**src/design/mmh_pkg.sv**
```systemverilog
package mmh_pkg;

    // MurmurHash2 mixing constants
    localparam logic [31:0] MIX_MUL     = 32'h5bd1e995;
    localparam int          MIX_SHIFT   = 24;
    localparam int          FIN_SHIFT_A = 13;
    localparam int          FIN_SHIFT_B = 15;

    // How the back end folds one word into the running hash
    typedef enum logic [1:0] {
        OP_NONE = 2'd0,   // last item with no bytes: avalanche only
        OP_TAIL = 2'd1,   // last item with one to three bytes
        OP_FULL = 2'd2    // full four-byte word
    } mix_op_t;

    // Classified item as it travels from front to back
    typedef struct packed {
        logic [31:0] word;       // data word, tail bytes already masked
        logic [31:0] init_hash;  // seed XOR message length
        mix_op_t     op;
        logic        first;
        logic        last;
    } item_t;

endpackage

```
**src/design/mmh_front.sv**
```systemverilog
module mmh_front (
    input  logic            aclk,
    input  logic            aresetn,
    input  logic            cfg_we,
    input  logic [31:0]     cfg_wdata,
    input  logic [31:0]     s_data_word,
    input  logic [2:0]      s_byte_count,
    input  logic            s_is_first,
    input  logic            s_is_last,
    input  logic [31:0]     s_message_length,
    output mmh_pkg::item_t  item
);

    logic [31:0] seed_reg;

    // Hold the seed register
    always_ff @(posedge aclk) begin
        if (!aresetn) begin
            seed_reg <= '0;
        end else if (cfg_we) begin
            seed_reg <= cfg_wdata;
        end
    end

    // Classify the item and mask tail bytes
    always_comb begin
        item.init_hash = seed_reg ^ s_message_length;
        item.first     = s_is_first;
        item.last      = s_is_last;
        item.word      = s_data_word;
        priority if (!s_is_last || s_byte_count[2]) begin
            item.op = mmh_pkg::OP_FULL;
        end else if (s_byte_count[1:0] == 2'd0) begin
            item.op   = mmh_pkg::OP_NONE;
            item.word = '0;
        end else begin
            item.op = mmh_pkg::OP_TAIL;
            unique case (s_byte_count[1:0])
                2'd1:    item.word = {24'd0, s_data_word[7:0]};
                2'd2:    item.word = {16'd0, s_data_word[15:0]};
                default: item.word = {8'd0, s_data_word[23:0]};
            endcase
        end
    end

endmodule

```
**src/design/mmh_queue.sv**
```systemverilog
module mmh_queue #(
    parameter int DEPTH = 2
) (
    input  logic            aclk,
    input  logic            aresetn,
    input  logic            push,
    input  mmh_pkg::item_t  push_item,
    output logic            full,
    input  logic            pop,
    output logic            head_valid,
    output mmh_pkg::item_t  head_item
);

    localparam int PTR_W = (DEPTH > 1) ? $clog2(DEPTH) : 1;
    localparam int CNT_W = $clog2(DEPTH + 1);

    mmh_pkg::item_t   mem [DEPTH];
    logic [PTR_W-1:0] wr_ptr_reg, rd_ptr_reg;
    logic [CNT_W-1:0] count_reg, count_next;

    assign full       = (count_reg == CNT_W'(DEPTH));
    assign head_valid = (count_reg != '0);
    assign head_item  = mem[rd_ptr_reg];

    // Track fill level
    always_comb begin
        count_next = count_reg;
        if (push && !pop) begin
            count_next = count_reg + CNT_W'(1);
        end else if (pop && !push) begin
            count_next = count_reg - CNT_W'(1);
        end
    end

    // Advance pointers
    always_ff @(posedge aclk) begin
        if (!aresetn) begin
            wr_ptr_reg <= '0;
            rd_ptr_reg <= '0;
            count_reg  <= '0;
        end else begin
            count_reg <= count_next;
            if (push) begin
                wr_ptr_reg <= (wr_ptr_reg == PTR_W'(DEPTH - 1)) ? '0
                                                                : wr_ptr_reg + PTR_W'(1);
            end
            if (pop) begin
                rd_ptr_reg <= (rd_ptr_reg == PTR_W'(DEPTH - 1)) ? '0
                                                                : rd_ptr_reg + PTR_W'(1);
            end
        end
    end

    // Store entries
    always_ff @(posedge aclk) begin
        if (push) begin
            mem[wr_ptr_reg] <= push_item;
        end
    end

    a_no_push_full: assert property (@(posedge aclk) disable iff (!aresetn)
        !(push && full && !pop))
        else $error("queue overflow");

    a_no_pop_empty: assert property (@(posedge aclk) disable iff (!aresetn)
        !(pop && !head_valid))
        else $error("queue underflow");

    a_count_bound: assert property (@(posedge aclk) disable iff (!aresetn)
        count_reg <= CNT_W'(DEPTH))
        else $error("queue count out of range");

endmodule

```
**src/design/mmh_back.sv**
```systemverilog
module mmh_back (
    input  logic            aclk,
    input  logic            aresetn,
    input  logic            q_valid,
    input  mmh_pkg::item_t  q_item,
    output logic            q_pop,
    output logic            m_valid,
    input  logic            m_ready,
    output logic [31:0]     m_hash_value
);

    typedef enum logic [2:0] {
        S_IDLE,
        S_K1,
        S_K2,
        S_HM,
        S_FIN
    } state_t;

    state_t          state_reg;
    logic [31:0]     h_reg;
    logic [31:0]     k_reg;
    mmh_pkg::mix_op_t op_reg;
    logic            last_reg;
    logic            out_valid_reg;
    logic [31:0]     out_hash_reg;

    logic [31:0] base_hash;
    logic [31:0] mul_a;
    logic [31:0] prod;
    logic        out_free;

    assign q_pop        = (state_reg == S_IDLE) && q_valid;
    assign base_hash    = q_item.first ? q_item.init_hash : h_reg;
    assign out_free     = !out_valid_reg || m_ready;
    assign m_valid      = out_valid_reg;
    assign m_hash_value = out_hash_reg;

    // Select the operand of the shared multiplier
    always_comb begin
        unique case (state_reg)
            S_K1:    mul_a = k_reg;
            S_K2:    mul_a = k_reg ^ (k_reg >> mmh_pkg::MIX_SHIFT);
            S_FIN:   mul_a = h_reg ^ (h_reg >> mmh_pkg::FIN_SHIFT_A);
            default: mul_a = h_reg;
        endcase
    end

    // Keep only the low 32 bits of the product
    assign prod = mul_a * mmh_pkg::MIX_MUL;

    // Sequence the mix steps and hold the output register
    always_ff @(posedge aclk) begin
        if (!aresetn) begin
            state_reg     <= S_IDLE;
            h_reg         <= '0;
            out_valid_reg <= 1'b0;
        end else begin
            // Raise the result on the finish step, drop it once transferred
            if (state_reg == S_FIN && out_free) begin
                out_valid_reg <= 1'b1;
            end else if (out_valid_reg && m_ready) begin
                out_valid_reg <= 1'b0;
            end
            unique case (state_reg)
                S_IDLE: begin
                    if (q_valid) begin
                        k_reg    <= q_item.word;
                        op_reg   <= q_item.op;
                        last_reg <= q_item.last;
                        unique case (q_item.op)
                            mmh_pkg::OP_FULL: begin
                                h_reg     <= base_hash;
                                state_reg <= S_K1;
                            end
                            mmh_pkg::OP_TAIL: begin
                                h_reg     <= base_hash ^ q_item.word;
                                state_reg <= S_HM;
                            end
                            mmh_pkg::OP_NONE: begin
                                h_reg     <= base_hash;
                                state_reg <= q_item.last ? S_FIN : S_IDLE;
                            end
                            default: begin
                                state_reg <= S_IDLE;
                            end
                        endcase
                    end
                end
                S_K1: begin
                    k_reg     <= prod;
                    state_reg <= S_K2;
                end
                S_K2: begin
                    k_reg     <= prod;
                    state_reg <= S_HM;
                end
                S_HM: begin
                    h_reg     <= (op_reg == mmh_pkg::OP_FULL) ? (prod ^ k_reg) : prod;
                    state_reg <= last_reg ? S_FIN : S_IDLE;
                end
                S_FIN: begin
                    if (out_free) begin
                        out_hash_reg <= prod ^ (prod >> mmh_pkg::FIN_SHIFT_B);
                        state_reg    <= S_IDLE;
                    end
                end
                default: begin
                    state_reg <= S_IDLE;
                end
            endcase
        end
    end

    a_out_from_fin: assert property (@(posedge aclk) disable iff (!aresetn)
        $rose(out_valid_reg) |-> $past(state_reg == S_FIN))
        else $error("result raised outside finish step");

    a_fin_waits: assert property (@(posedge aclk) disable iff (!aresetn)
        (state_reg == S_FIN && out_valid_reg && !m_ready) |=> state_reg == S_FIN)
        else $error("finish step left while output stalled");

    a_hash_holds: assert property (@(posedge aclk) disable iff (!aresetn)
        (state_reg == S_IDLE && !q_valid) |=> $stable(h_reg))
        else $error("running hash changed while idle");

endmodule

```
**src/design/murmur2_hash_endian_neutral_core.sv**
```systemverilog
// 32-bit endian-neutral MurmurHash2 over a stream of little-endian words.
//
// Input channel (s_*): one message word per transfer. s_is_first starts a
// new hash from seed XOR s_message_length; s_is_last finishes it, and then
// s_byte_count (0..4) gives the valid bytes of that word. Result channel
// (m_*): one m_hash_value transfer per message, after its last word.
// cfg_we/cfg_wdata load the seed; write it only while the core is idle.
//
// A single 32x32 multiplier is shared by all mix steps, so the back end
// takes a full word through a pop and three multiplies, a tail of 1..3
// bytes through a pop and one multiply, and the final avalanche through
// one more step; a result reaches m_valid from the output register, after
// these steps and any queue wait; the back end pops a word only when idle.
// A small queue (QUEUE_DEPTH entries) lets the input side keep taking
// words while the back end mixes; s_ready drops only when it is full.
//
// Reset clears the seed and the running hash to zero and empties the
// queue. When the receiver stalls, the result holds in the output register
// and the back end waits when it reaches its finish step; the queue fills.
module murmur2_hash_endian_neutral_core #(
    parameter int QUEUE_DEPTH = 2
) (
    input  logic        aclk,
    input  logic        aresetn,
    input  logic        cfg_we,
    input  logic [31:0] cfg_wdata,
    input  logic        s_valid,
    output logic        s_ready,
    input  logic [31:0] s_data_word,
    input  logic [2:0]  s_byte_count,
    input  logic        s_is_first,
    input  logic        s_is_last,
    input  logic [31:0] s_message_length,
    output logic        m_valid,
    input  logic        m_ready,
    output logic [31:0] m_hash_value
);

    mmh_pkg::item_t front_item;
    mmh_pkg::item_t head_item;
    logic           q_full;
    logic           q_valid;
    logic           q_pop;

    assign s_ready = !q_full;

    mmh_front u_front (
        .aclk             (aclk),
        .aresetn          (aresetn),
        .cfg_we           (cfg_we),
        .cfg_wdata        (cfg_wdata),
        .s_data_word      (s_data_word),
        .s_byte_count     (s_byte_count),
        .s_is_first       (s_is_first),
        .s_is_last        (s_is_last),
        .s_message_length (s_message_length),
        .item             (front_item)
    );

    mmh_queue #(
        .DEPTH (QUEUE_DEPTH)
    ) u_queue (
        .aclk       (aclk),
        .aresetn    (aresetn),
        .push       (s_valid && s_ready),
        .push_item  (front_item),
        .full       (q_full),
        .pop        (q_pop),
        .head_valid (q_valid),
        .head_item  (head_item)
    );

    mmh_back u_back (
        .aclk         (aclk),
        .aresetn      (aresetn),
        .q_valid      (q_valid),
        .q_item       (head_item),
        .q_pop        (q_pop),
        .m_valid      (m_valid),
        .m_ready      (m_ready),
        .m_hash_value (m_hash_value)
    );

endmodule

```
**config.mk**
```make
export PLATFORM = sky130hd
export DESIGN_NAME = murmur2_hash_endian_neutral_core
export DESIGN_NICKNAME = d
export VERILOG_FILES = /design/src/design/mmh_pkg.sv /design/src/design/mmh_front.sv /design/src/design/mmh_queue.sv /design/src/design/mmh_back.sv /design/src/design/murmur2_hash_endian_neutral_core.sv
export SDC_FILE = /design/constraint.sdc
export NUM_CORES = 1
export LEC_CHECK = 0
export ABC_AREA = 1
export BUFFER_PORTS_ARGS = -buffer_cell sky130_fd_sc_hd__buf_2
export CAP_MARGIN = 20
export CORE_MARGIN = 3
export CORE_UTILIZATION = 35
export DETAILED_ROUTE_END_ITERATION = 6
export PLACE_DENSITY = 0.52
export RECOVER_POWER = 100
export SLEW_MARGIN = 10
export SYNTH_ARGS = -nofsm -noshare
export SYNTH_HDL_FRONTEND = slang
export SYNTH_HIERARCHICAL = 1
export SYNTH_SLANG_ARGS = --single-unit
```
**constraint.sdc**
```tcl
create_clock -name aclk -period 8.7 [get_ports aclk]
set_input_delay 0.87 -clock aclk [delete_from_list [all_inputs] [get_ports aclk]]
set_output_delay 0.87 -clock aclk [all_outputs]
set_load 0.005 [all_outputs]
```
==> flow_summary.ini, run 1 <==
[timing]
final_max_slew_viol_count = 357
fin_worst_hold_slack_ps = 517
fin_crit_ps = 8260
post-route-period-util = 0.949
fmax_mhz = 121
tightestPinTransition_ps = 4120
maxSlewHeadroom = -1.75
fin_skew_ps = 27.8
hold_viol = 0
grt_setup_unrepaired = false
setup_viol = 0
fin_tns_setup_ps = 0

[yosys]
ys_ff_latch = 276
ys_top_cells_by_area = edfxtp_1 27%, fa_1 16%, ha_1 12%
netlist_instances = 2413
async_flop_share = 0
syn-num-nets = 2922
syn_avg_cell_area_sq_um = 9.40
synth-edff-count = 203
synth.distinct_cells = 59
yosysWarnings = 6
synth_top_flop_cell = edfxtp_1
ys_seq_area_frac = 0.333
synth.cell_area_sq_um = 22700
synth_top_area_share = 0.269
yosysTopAreaCell = edfxtp_1

[placed_design]
place.gp.congestion = 0.951
dp_hpwl_um = 58400
portBuffers = 139

[die]
io_pins = 140
initial_utilization = 0.357
std_cell_rows = 92
die_y_um = 261
core_sq_um = 63500
die_w_um = 261
design.die.area_sq_um = 67900

[final_layout]
top_register = u_queue/mem
area_delta_synth_final_pct = 12.8
nNetsFinal = 3099
fillers = 6453
largest_reg_flops = 136
drive_above_1_share = 0.122

[global_route]
grtUsageTotal = 0.218
grt_antenna_before_repair = 1
grt_first_pass_wirelength_um = 110000
grt_pass1_vias = 17726
grt_overflow = 0
grt_max_degree = 69

[clock_tree]
clock_latency_ps = 560
path_clk_slew_ps = 70
clock_path_buffers = 3
clock_sinks = 276
h-tree-depth = 2
cts_made_buffers = 36
cts_tree = yes
postCtsSetupBuffers = 0
cts_root_buf = clkbuf_16

[critical_path]
worstSetupEndpointType = register
crit_fanout = 14
crit-reg2reg-launch = u_back/state_reg[0]
timing.rr.end = u_back/m_hash_value[9]
startpoint_type = register
worst_path_largest_cell_delay_ps = 530
r2r_cells = 33
crit_top_cell = inv_1
critical_path_class = reg2reg
r2r_setup_slack_ps = 440
cp_slowest_cell = fa_1
crit_arrival_ps = 8570
required_ps = 9010

[hold_path]
hold_path_depth = 2
hold_start = u_front/seed_reg[24]
hold_path.class = reg2reg
min_to = u_front/seed_reg[24]

[routing]
drc = 0
firstDrtPassIters = 6
first_iter_violations = 1407
ant_nets = 0
vias = 17084
vias_per_cell = 4.93
wire_per_inst_um = 21.1
wirelength_um = 73200

[status]
status = finished with violations
violations = capacitance limit, slew limit

[job]
drv_cap = 7
==> layout make-up <==
| cell class | instances | area (sq um) | area share |
|---|---|---|---|
| Clock inverter | 18 | 149 | 0.00582 |
| Clock buffer | 47 | 952 | 0.0372 |
| Timing Repair Buffer | 204 | 1110 | 0.0432 |
| Inverter | 567 | 2130 | 0.0832 |
| Sequential cell | 276 | 7560 | 0.295 |
| Multi-Input combinational cell | 1505 | 12600 | 0.494 |
| Antenna cell | 2 | 5.00 | 0.000196 |
| Tap cell | 846 | 1060 | 0.0414 |
==> repair_timing <==
| action | CTS | global route |
|---|---|---|
| endpoints found under the setup margin | 0 | 5 |
| hold endpoints to repair | 0 | 0 |
| hold buffers | 0 | 0 |
| resized for setup | 0 | 1 |
==> layout by cell type, fill, tap and decap left out, types with 10 or more instances in the layout <==
cell type,netlist,layout
nand2_1,287,289
ha_1,222,222
nand3_1,86,87
xor2_1,65,66
buf_4,2,45
xnor2_1,33,34
nand4_1,12,12
a21oi_1,73,74
a221oi_1,17,16
fa_1,181,181
inv_1,562,560
a31oi_1,10,10
dfxtp_1,73,73
mux2_4,20,15
edfxtp_1,203,203
nor2_1,170,170
clkbuf_1,34,56
clkbuf_16,0,36
o21ai_0,162,161
buf_2,9,109
mux2_2,48,46
==> routing by layer <==
metal  global-route usage  share of wire  up-vias
met1                0.274           0.41     8347
met4               0.0906          0.047        0
met5                    0              0        -
met3               0.0326          0.058      125
met2                0.376           0.49      524
li1                     -              -     8088
==> kinds of logic (layout without fill, tap and decap cells) <==
group	after synthesis	count (layout)	share of synthesized area
AO/OA/AOI/OAI	317	317	0.0798
XOR/XNOR	101	101	0.0400
adder cells (fa/ha/maj)	403	403	0.282
buffers and inverters	632	836	0.110
flip-flops	276	276	0.333
multiplexers	73	73	0.0393
other	0	2	0
AND/OR/NAND/NOR	611	611	0.116
==> per-stage QoR <==
step            util  instances  setup slack [ps]  area [sq um]
6_report       0.403       3465               441         25600
5_1_grt        0.403       3463              52.3         25600
4_1_cts        0.405       3461               440         25700
3_3_place_gp   0.388       3396               589         24600
3_5_place_dp   0.388       3396               473         24600
2_1_floorplan      -       2413               541         22700
==> cell usage after synthesis, types with 48 or more instances <==
cell type and n:
xor2_1 65, inv_1 562, ha_1 222, a21oi_1 73, dfxtp_1 73, o21ai_0 162, edfxtp_1 203, mux2_2 48
nand3_1 86, nor2_1 170, fa_1 181, nand2_1 287
==> how the worst max path moves through the flow <==
stage	slack, ps	cells after the start	start	to
detailed placement	470	34	u_back/state_reg[2]	u_back/h_reg[27]
floorplan	540	32	u_back/state_reg[0]	u_back/m_hash_value[14]
finish	440	33	u_back/state_reg[0]	u_back/m_hash_value[9]
global placement	590	31	u_back/state_reg[2]	u_back/m_hash_value[9]
global route	50	35	u_back/state_reg[0]	u_back/h_reg[27]
CTS	440	34	u_back/state_reg[2]	u_back/h_reg[27]
==> critical path: cells and delay by family, from the launching register on <==
family,cells,cell delay (ps)
buf+inv,11,1600
compound gates,3,520
simple gates,8,1130
flops,1,390
fa+ha+maj,9,3590
xor+xnor,2,780
Power of run 1 is left out: the tool's default activity adds up to more than one toggle a clock period on the data nets, which glitch-free logic cannot reach.
==> inputs of run 2 (changes only) <==
--- a/config.mk
+++ b/config.mk
@@ -11,7 +11,7 @@
 export CORE_MARGIN = 3
 export CORE_UTILIZATION = 35
 export DETAILED_ROUTE_END_ITERATION = 6
-export PLACE_DENSITY = 0.52
+export PLACE_DENSITY = 0.5
 export RECOVER_POWER = 100
 export SLEW_MARGIN = 10
 export SYNTH_ARGS = -nofsm -noshare
==> constraint.sdc (replaced) <==
create_clock -name aclk -period 7.87 [get_ports aclk]
set_input_delay 0.787 -clock aclk [delete_from_list [all_inputs] [get_ports aclk]]
set_output_delay 0.787 -clock aclk [all_outputs]
set_load 0.005 [all_outputs]
==> flow_summary.ini, run 2 (synthesized netlist as in run 1, its figures left out) <==
[timing]
grt_setup_unrepaired = true
setup_viol = 0
fin_skew_ps = 42.0
fin_crit_ps = 7640
fin_tns_setup_ps = 0
post-route-period-util = 0.971
tightestPinTransition_ps = 4160
final_max_slew_viol_count = 297
maxSlewHeadroom = -1.77
hold_viol = 0
timing.final.ws_setup_ps = 229
fmax_mhz = 131

[critical_path]
crit-reg2reg-launch = u_back/state_reg[1]
cp-startpoint = u_back/state_reg[1]
r2r_setup_slack_ps = 230
r2r_cells = 28
timing.rr.end = u_back/h_reg[31]
crit_top_cell = fa_1
critical_path_class = reg2reg
worstSetupEndpointType = register
crit_arrival_ps = 8100
cp_slowest_cell = fa_1
startpoint_type = register
cp_top_family = adder cells
worst_path_largest_cell_delay_ps = 560
crit_buf_inv = 6
crit_fanout = 9
required_ps = 8320

[final_layout]
nNetsFinal = 3180
drive_above_1_share = 0.167
mostFrequentLayoutCell = inv_1
most-common-layout-cells = 555 x inv_1, 285 x nand2_1, 220 x ha_1, 203 x edfxtp_1, 180 x fa_1
fillers = 6419
top_register = u_queue/mem
area_delta_synth_final_pct = 17.0
largest_reg_flops = 136

[routing]
drc = 0
wire_per_inst_um = 20.5
vias_per_cell = 4.91
wirelength_um = 72700
firstDrtPassIters = 5
ant_nets = 0
first_iter_violations = 1152
vias = 17413

[clock_tree]
h-tree-depth = 2
cts_root_buf = clkbuf_16
clock_latency_ps = 570
path_clk_slew_ps = 60
clock_path_buffers = 3
cts_tree = yes
clock_sinks = 276
cts_made_buffers = 35

[global_route]
grtUsageTotal = 0.216
grt_pass1_vias = 18058
grt_max_degree = 69
grt_first_pass_wirelength_um = 109000
grt_antenna_before_repair = 0
grt_overflow = 0

[status]
status = finished with violations
violations = capacitance limit, slew limit

[hold_path]
hold_start = s_is_first
hold_path_depth = 1
hold_path.class = in2reg
min_to = u_queue/mem[1][1]

[placed_design]
dp_hpwl_um = 58000
portBuffers = 139
place.gp.congestion = 0.946
dpl_worst_slack_ps = -177

[die]
io_pins = 140
initial_utilization = 0.357
std_cell_rows = 92
die_y_um = 261
core_sq_um = 63500
die_w_um = 261
design.die.area_sq_um = 67900

[job]
drv_cap = 6
## run 2: cell types whose count changed in the layout (fill, tap and decap cells not counted), moves of 6 or more
| cell | before | now |
|---|---|---|
| buf_4 | 45 | 133 |
| clkbuf_1 | 56 | 42 |
| nor2_1 | 170 | 164 |
| nor2_2 | 2 | 8 |
## run 2: worst max path at each step
stage	cells after the start	end	slack, ps
after floorplan	32	u_back/m_hash_value[14]	210
after global placement	32	u_back/k_reg[31]	-150
after detailed placement	35	u_back/h_reg[25]	-180
after CTS	35	u_back/h_reg[25]	20
after global routing	32	u_back/m_hash_value[16]	-60
final	28	u_back/h_reg[31]	230
## run 2: timing repair
| action | in CTS | in global routing |
|---|---|---|
| setup endpoints to repair | 37 | 48 |
| resized for setup | 6 | 44 |
| setup buffers | 0 | 9 |
| pin swaps | 0 | 9 |
| hold buffers | 0 | 0 |
## run 2: final cells by class
cell class	count	area [sq um]	share of cell area
Sequential cell	276	7560	0.285
Multi-Input combinational cell	1505	12800	0.483
Clock buffer	45	955	0.0360
Clock inverter	19	191	0.00722
Timing Repair Buffer	286	1810	0.0681
Inverter	567	2130	0.0805
Tap cell	846	1060	0.0399
Antenna cell	1	2.50	0.0000943
## run 2: layer usage
| layer | up-vias | track usage | share of wire | wire [um] |
|---|---|---|---|---|
| met5 | - | 0 | 0 | 0 |
| li1 | 8252 | - | - | - |
| met2 | 446 | 0.377 | 0.49 | 35800 |
| met1 | 8569 | 0.266 | 0.41 | 29600 |
| met3 | 146 | 0.0317 | 0.052 | 3790 |
| met4 | 0 | 0.0912 | 0.049 | 3550 |
## run 2: stage by stage
| step | util | hold WS (ps) | area [sq um] | instances |
|---|---|---|---|---|
| 2_1_floorplan | - | 466 | 22700 | 2413 |
| 3_3_place_gp | 0.396 | 482 | 25200 | 3470 |
| 3_5_place_dp | 0.396 | 495 | 25200 | 3470 |
| 4_1_cts | 0.414 | 426 | 26300 | 3534 |
| 5_1_grt | 0.417 | 466 | 26500 | 3544 |
| 6_report | 0.417 | 476 | 26500 | 3545 |
Power of run 2 is left out for the same reason.
